===== config.mk =====
export PLATFORM = sky130hd
export DESIGN_NAME = euclidean_distance_unit
export DESIGN_NICKNAME = d
export VERILOG_FILES = /design/src/rtl/edu_pkg.sv /design/src/rtl/edu_front.sv /design/src/rtl/edu_fifo.sv /design/src/rtl/edu_sqrt.sv /design/src/rtl/euclidean_distance_unit.sv
export SDC_FILE = /design/constraint.sdc
export NUM_CORES = 1
export LEC_CHECK = 0
export ABC_AREA = 1
export ABC_CLOCK_PERIOD_IN_PS = 9500
export CAP_MARGIN = 15
export CORE_MARGIN = 2
export CORE_UTILIZATION = 38
export CTS_BUF_LIST = sky130_fd_sc_hd__clkbuf_8 sky130_fd_sc_hd__clkbuf_16
export CTS_CLUSTER_DIAMETER = 30
export CTS_CLUSTER_SIZE = 8
export DETAILED_ROUTE_END_ITERATION = 6
export DONT_BUFFER_PORTS = 1
export PLACE_DENSITY = 0.62
export SLEW_MARGIN = 20
export SYNTH_ARGS = -nofsm -noshare
export SYNTH_HDL_FRONTEND = slang
export SYNTH_SLANG_ARGS = --single-unit

===== constraint.sdc =====
create_clock -name clk_i -period 9.5 [get_ports clk_i]
set_input_delay 0.475 -clock clk_i [delete_from_list [all_inputs] [get_ports clk_i]]
set_output_delay 0.475 -clock clk_i [all_outputs]
set_load 0.03 [all_outputs]

===== src/rtl/edu_pkg.sv =====
package edu_pkg;

  localparam int unsigned AccW  = 42;
  localparam int unsigned RootW = 21;
  localparam int unsigned RemW  = RootW + 3;
  localparam int unsigned IterW = $clog2(RootW);

  localparam logic [AccW-1:0] AccMax = {AccW{1'b1}};

  typedef struct packed {
    logic [AccW-1:0] sum;
    logic            ovf;
  } edu_sum_t;

  typedef struct packed {
    logic     valid;
    edu_sum_t data;
  } edu_push_t;

  typedef enum logic [1:0] {
    B_IDLE,
    B_CALC,
    B_DONE
  } edu_state_e;

endpackage


===== src/rtl/edu_front.sv =====
module edu_front import edu_pkg::*; #(
  parameter int unsigned MAX_LEN      = 1024,
  parameter int unsigned SAMPLE_WIDTH = 16
) (
  input  logic        clk_i,
  input  logic        rst_ni,
  input  logic        in_valid_i,
  output logic        in_stall_o,
  input  logic [15:0] elem_a_i,
  input  logic [15:0] elem_b_i,
  input  logic        last_i,
  input  logic        full_i,
  output edu_push_t   push_o
);

  localparam int unsigned CntW = $clog2(MAX_LEN + 1);
  localparam int unsigned SqW  = 2 * SAMPLE_WIDTH + 1;

  logic signed [SAMPLE_WIDTH:0]     a_ext;
  logic signed [SAMPLE_WIDTH:0]     b_ext;
  logic signed [SAMPLE_WIDTH:0]     diff;
  logic signed [2*SAMPLE_WIDTH:0]   prod;

  logic            advance;
  logic            accept;
  logic            beyond;
  logic [CntW-1:0] cnt_q, cnt_d;

  logic           s1_valid_q;
  logic [SqW-1:0] s1_sq_q;
  logic           s1_last_q;
  logic           s1_over_q;

  logic [AccW-1:0] acc_q, acc_d;
  logic            sat_q, sat_d;
  logic [AccW:0]   sum_wide;
  logic [AccW-1:0] acc_new;
  logic            sat_new;

  assign a_ext = {elem_a_i[SAMPLE_WIDTH-1], elem_a_i[SAMPLE_WIDTH-1:0]};
  assign b_ext = {elem_b_i[SAMPLE_WIDTH-1], elem_b_i[SAMPLE_WIDTH-1:0]};
  assign diff  = a_ext - b_ext;
  assign prod  = diff * diff;

  assign advance    = !(s1_valid_q && s1_last_q && full_i);
  assign in_stall_o = !advance;
  assign accept     = in_valid_i && advance;
  assign beyond     = (cnt_q >= CntW'(MAX_LEN));

  always_comb begin
    cnt_d = cnt_q;
    if (accept) begin
      if (last_i) begin
        cnt_d = '0;
      end else if (!beyond) begin
        cnt_d = cnt_q + CntW'(1);
      end
    end
  end

  always_ff @(posedge clk_i or negedge rst_ni) begin
    if (!rst_ni) begin
      cnt_q      <= '0;
      s1_valid_q <= 1'b0;
    end else begin
      cnt_q <= cnt_d;
      if (advance) begin
        s1_valid_q <= accept;
      end
    end
  end

  always_ff @(posedge clk_i) begin
    if (accept) begin
      s1_sq_q   <= prod[SqW-1:0];
      s1_last_q <= last_i;
      s1_over_q <= beyond;
    end
  end

  assign sum_wide = {1'b0, acc_q} + {{(AccW + 1 - SqW){1'b0}}, s1_sq_q};

  always_comb begin
    if (s1_over_q) begin
      acc_new = AccMax;
      sat_new = 1'b1;
    end else begin
      acc_new = sum_wide[AccW] ? AccMax : sum_wide[AccW-1:0];
      sat_new = sat_q;
    end
  end

  always_comb begin
    acc_d       = acc_q;
    sat_d       = sat_q;
    push_o      = '0;
    push_o.data = '{sum: acc_new, ovf: sat_new};
    if (s1_valid_q && advance) begin
      if (s1_last_q) begin
        push_o.valid = 1'b1;
        acc_d        = '0;
        sat_d        = 1'b0;
      end else begin
        acc_d = acc_new;
        sat_d = sat_new;
      end
    end
  end

  always_ff @(posedge clk_i or negedge rst_ni) begin
    if (!rst_ni) begin
      acc_q <= '0;
      sat_q <= 1'b0;
    end else begin
      acc_q <= acc_d;
      sat_q <= sat_d;
    end
  end

endmodule


===== src/rtl/edu_fifo.sv =====
module edu_fifo import edu_pkg::*; (
  input  logic      clk_i,
  input  logic      rst_ni,
  input  edu_push_t push_i,
  output logic      full_o,
  output logic      empty_o,
  input  logic      pop_i,
  output edu_sum_t  data_o
);

  edu_sum_t   mem_q [2];
  logic       wr_ptr_q;
  logic       rd_ptr_q;
  logic [1:0] cnt_q;

  assign full_o  = (cnt_q == 2'd2);
  assign empty_o = (cnt_q == 2'd0);
  assign data_o  = mem_q[rd_ptr_q];

  always_ff @(posedge clk_i) begin
    if (push_i.valid) begin
      mem_q[wr_ptr_q] <= push_i.data;
    end
  end

  always_ff @(posedge clk_i or negedge rst_ni) begin
    if (!rst_ni) begin
      wr_ptr_q <= 1'b0;
      rd_ptr_q <= 1'b0;
      cnt_q    <= 2'd0;
    end else begin
      if (push_i.valid) begin
        wr_ptr_q <= !wr_ptr_q;
      end
      if (pop_i) begin
        rd_ptr_q <= !rd_ptr_q;
      end
      if (push_i.valid && !pop_i) begin
        cnt_q <= cnt_q + 2'd1;
      end else if (pop_i && !push_i.valid) begin
        cnt_q <= cnt_q - 2'd1;
      end
    end
  end

endmodule


===== src/rtl/edu_sqrt.sv =====
module edu_sqrt import edu_pkg::*; (
  input  logic             clk_i,
  input  logic             rst_ni,
  input  logic             empty_i,
  input  edu_sum_t         data_i,
  output logic             pop_o,
  output logic             out_valid_o,
  input  logic             out_stall_i,
  output logic [RootW-1:0] distance_o,
  output logic [AccW-1:0]  squared_sum_o,
  output logic             overflow_o
);

  edu_state_e state_q, state_d;

  logic             load;
  logic             step;
  logic             emit;
  logic             last_step;

  logic [AccW-1:0]  rad_q;
  logic [AccW-1:0]  sum_q;
  logic             ovf_q;
  logic [RootW-1:0] root_q;
  logic [RemW-1:0]  rem_q;
  logic [IterW-1:0] iter_q;

  logic [RemW-1:0]  rem_shift;
  logic [RemW-1:0]  trial;
  logic             take;

  logic             out_valid_q;
  logic [RootW-1:0] dist_out_q;
  logic [AccW-1:0]  sum_out_q;
  logic             ovf_out_q;

  assign last_step = (iter_q == '0);
  assign rem_shift = {rem_q[RemW-3:0], rad_q[AccW-1:AccW-2]};
  assign trial     = {1'b0, root_q, 2'b01};
  assign take      = (rem_shift >= trial);

  always_comb begin
    state_d = state_q;
    load    = 1'b0;
    step    = 1'b0;
    emit    = 1'b0;
    case (state_q)
      B_IDLE: begin
        if (!empty_i) begin
          load    = 1'b1;
          state_d = B_CALC;
        end
      end
      B_CALC: begin
        step = 1'b1;
        if (last_step) begin
          state_d = B_DONE;
        end
      end
      B_DONE: begin
        if (!out_valid_q || !out_stall_i) begin
          emit    = 1'b1;
          state_d = B_IDLE;
        end
      end
      default: begin
        state_d = B_IDLE;
      end
    endcase
  end

  assign pop_o = load;

  always_ff @(posedge clk_i or negedge rst_ni) begin
    if (!rst_ni) begin
      state_q     <= B_IDLE;
      out_valid_q <= 1'b0;
    end else begin
      state_q <= state_d;
      if (emit) begin
        out_valid_q <= 1'b1;
      end else if (!out_stall_i) begin
        out_valid_q <= 1'b0;
      end
    end
  end

  always_ff @(posedge clk_i) begin
    if (load) begin
      rad_q  <= data_i.sum;
      sum_q  <= data_i.sum;
      ovf_q  <= data_i.ovf;
      root_q <= '0;
      rem_q  <= '0;
      iter_q <= IterW'(RootW - 1);
    end else if (step) begin
      rad_q  <= {rad_q[AccW-3:0], 2'b00};
      iter_q <= iter_q - IterW'(1);
      if (take) begin
        rem_q  <= rem_shift - trial;
        root_q <= {root_q[RootW-2:0], 1'b1};
      end else begin
        rem_q  <= rem_shift;
        root_q <= {root_q[RootW-2:0], 1'b0};
      end
    end
    if (emit) begin
      dist_out_q <= root_q;
      sum_out_q  <= sum_q;
      ovf_out_q  <= ovf_q;
    end
  end

  assign out_valid_o   = out_valid_q;
  assign distance_o    = dist_out_q;
  assign squared_sum_o = sum_out_q;
  assign overflow_o    = ovf_out_q;

endmodule


===== src/rtl/euclidean_distance_unit.sv =====
// Channel  Direction  Handshake                  Payload
// in       input      in_valid_i / in_stall_o    elem_a_i, elem_b_i, last_i
// out      output     out_valid_o / out_stall_i  distance_o, squared_sum_o, overflow_o
//
// The input side takes one element pair per cycle while in_stall_o is low, squares
// the difference into a pipeline register, then adds it into the accumulator.
// The square root loads a sum from the queue, works out the root one bit per step and
// then hands it to the output register; it takes no new sum until that hand-off.
// A two-entry queue holds finished sums; the input stalls only when a finished sum waits on a full queue.
// Reset clears the accumulator, the element count, the queue and the output valid.
module euclidean_distance_unit import edu_pkg::*; #(
  parameter int unsigned MAX_LEN      = 1024,
  parameter int unsigned SAMPLE_WIDTH = 16
) (
  input  logic              clk_i,
  input  logic              rst_ni,
  input  logic              in_valid_i,
  output logic              in_stall_o,
  input  logic [15:0]       elem_a_i,
  input  logic [15:0]       elem_b_i,
  input  logic              last_i,
  output logic              out_valid_o,
  input  logic              out_stall_i,
  output logic [RootW-1:0]  distance_o,
  output logic [AccW-1:0]   squared_sum_o,
  output logic              overflow_o
);

  edu_push_t push;
  logic      full;
  logic      empty;
  logic      pop;
  edu_sum_t  head;

  edu_front #(
    .MAX_LEN      (MAX_LEN),
    .SAMPLE_WIDTH (SAMPLE_WIDTH)
  ) u_front (
    .clk_i      (clk_i),
    .rst_ni     (rst_ni),
    .in_valid_i (in_valid_i),
    .in_stall_o (in_stall_o),
    .elem_a_i   (elem_a_i),
    .elem_b_i   (elem_b_i),
    .last_i     (last_i),
    .full_i     (full),
    .push_o     (push)
  );

  edu_fifo u_fifo (
    .clk_i   (clk_i),
    .rst_ni  (rst_ni),
    .push_i  (push),
    .full_o  (full),
    .empty_o (empty),
    .pop_i   (pop),
    .data_o  (head)
  );

  edu_sqrt u_sqrt (
    .clk_i         (clk_i),
    .rst_ni        (rst_ni),
    .empty_i       (empty),
    .data_i        (head),
    .pop_o         (pop),
    .out_valid_o   (out_valid_o),
    .out_stall_i   (out_stall_i),
    .distance_o    (distance_o),
    .squared_sum_o (squared_sum_o),
    .overflow_o    (overflow_o)
  );

endmodule


==> results.toml <==
[floorplanning]
die_h_um = 276
start_util = 0.385
die_w_um = 276
core_mm2 = 0.0732
rows = 99
die-area_mm2 = 0.0764
pin_count = 103

[drt]
route.detailed.drc = 0
drt_iter0_drc = 1183
routedWlPerCell_um = 14.8
drt-total-wl_mm = 62.0
vias = 19800
routed_via_density = 4.74
drt_first_pass_iters = 7
ant_nets = 0

[yosys]
syn_avg_cell_area_um2 = 8.99
ys_ff_latch = 379
synth_edf_count = 269
syn-cell-area_mm2 = 0.0282
synthArstFlopShare = 0.164
synth_cells = 3138
yosysSeqAreaShare = 0.375
yosys_warnings = 0
netlist-cell-type-count = 53
ys.flop_type = "edfxtp_1"
synth_fp_nets = 3597

[worst_setup_path]
worst_path_max_delay_cell = "xor2_2"
critPathBufInv = 5
required_ns = 9.83
critPathKind = "in -> reg"
crit_path_end_kind = "flop"
cp-start-kind = "primary input"
path_common_cell = "fa_1"
cp_max_fo = 15
max_stage_delay_ns = 0.78
crit_arrival_ns = 7.62
path_delay_family = "adder cells"

[cells_and_area]
nFillCells = 7180
drive_gt1_frac = 0.0488
diodes = 0
final_cell_mix = "nand2_1 (833), inv_1 (625), nor2_1 (272)"
nets = 3627
syn2layout_area_growth_pct = 11.1
final_common_cell = "nand2_1"

[clock_tree]
cts_buffers = 60
cts-resized-gates = 0
hold_buffers = 3
clockBufferDepth = 3
clock_sinks = 379
post_cts_buffers = 0
cts.clk_slew.worst_paths_ns = 0.05
htreeDepth = 2
cts_tree = "built"
clock_latency_ns = 0.59
clock_tree.root_cell = "clkbuf_16"

[timing]
fin_ws_ns = 2.21
fmax_mhz = 137
setup_tns_ns = 0
rsz0062_at_grt = "false"
slew-limit-headroom = 0.328
tightest_slew_ns = 1.01
period_minus_slack_ns = 7.29
hold_viol_final = 0
setup_viol = 0
finalCritPeriodShare = 0.768
maxSlewViolCount = 0
skew_ns = 0.0189

[job]
maxCapViolCount = 0

[placed_design]
gp_congestion = 0.915
pre_cts_ws_ns = 1.54
numPortBuffers = 0
hpwlAfterDp_mm = 48.7

[min_path]
hold_path_class = "in -> reg"

[global_routing]
grt_pass1_wl_mm = 104
grt-ovfl-total = 0
grt_pass1_vias = 20300
grt_max_degree = 80
antenna_found_initial = 0
grt_usage = 0.164

[status]
outcome = "completed"
area by class of cell:
class / instances / area, µm² / area share
multi-input combinational: 2097 / 15100 / 0.482
sequential: 379 / 10600 / 0.338
inverter: 605 / 2270 / 0.0725
clock buffer: 68 / 1630 / 0.0521
tap: 959 / 1200 / 0.0383
clock inverter: 45 / 332 / 0.0106
timing repair buffer: 25 / 213 / 0.00679
registers in the layout, indices dropped and copies added (netlist names), 5 cells and up:
register / count
u_sqrt.sum_q: 42
u_front.cnt_q: 11
u_sqrt.squared_sum_o: 42
u_front.s1_sq_q: 32
u_front.acc_q: 42
u_sqrt.rem_q: 22
u_sqrt.rad_q: 42
u_fifo.mem_q: 86
u_sqrt.iter_q: 5
u_sqrt.distance_o: 21
u_sqrt.root_q: 21
path summary, 6_finish.rpt:
path | end | cells past startpoint | slack [ns] | startpoint
min reg2reg | u_sqrt.squared_sum_o[24] | 0 | 0.41 | u_sqrt.sum_q[24]
max reg2reg | u_sqrt.rem_q[18] | 13 | 6.25 | u_sqrt.root_q[1]
min | u_sqrt.out_valid_o | 2 | 0.04 | out_stall_i
max in group asynchronous | u_front.cnt_q[8] | 2 | 8.77 | rst_ni
max | u_front.s1_sq_q[26] | 27 | 2.21 | elem_b_i[2]
min in group asynchronous | u_front.acc_q[36] | 2 | 0.43 | rst_ni
routing by layer:
metal / part of all wire / GRT usage / vias to the layer above
met4: 0.023 / 0.0479 / 0
li1: - / - / 9917
met1: 0.48 / 0.225 / 9358
met2: 0.46 / 0.276 / 436
met5: 0 / 0 / -
met3: 0.038 / 0.0158 / 104
synth_stat cells, types with 6 or more instances:
cell | n | area [µm²]
clkbuf_1 | 31 | 116
o211ai_1 | 6 | 45.0
inv_2 | 12 | 45.0
buf_1 | 6 | 22.5
a21oi_1 | 115 | 576
o22ai_1 | 24 | 150
inv_1 | 590 | 2210
nand2_4 | 9 | 101
o21ai_0 | 73 | 365
xnor2_1 | 47 | 412
fa_1 | 268 | 5370
nor4_1 | 7 | 43.8
buf_2 | 11 | 55.1
nand3_1 | 80 | 400
xor2_1 | 41 | 359
nand3b_1 | 11 | 82.6
dfrtp_1 | 62 | 1550
a31oi_1 | 45 | 282
nor2_1 | 275 | 1030
ha_1 | 154 | 1930
edfxtp_1 | 269 | 8080
dfxtp_1 | 48 | 961
nand2_1 | 833 | 3130
o21bai_1 | 11 | 82.6
nand4_1 | 25 | 156
nor3_1 | 21 | 105
logic make-up after synthesis:
kind of cell | Yosys count | synth area share
DFF | 379 | 0.375
xor gates and xnor gates | 94 | 0.0312
and+or+nand+nor | 1281 | 0.184
adders and majority gates | 422 | 0.259
buffers and inverters | 662 | 0.0902
AOI/OAI and AO/OA | 300 | 0.0611
metrics by stage:
stage	cells	cell area [µm²]	util	hold WS [ns]
after floorplan	3138	28200	-	0.179
after global placement	4062	29300	0.401	0.186
after detailed placement	4062	29300	0.401	0.186
after CTS	4178	31300	0.428	0.0167
after global routing	4178	31300	0.428	0.0470
final	4178	31300	0.428	0.0442
Power is left out: the tool's default activity adds up to more than one toggle a clock period on the data nets, which glitch-free logic cannot reach.
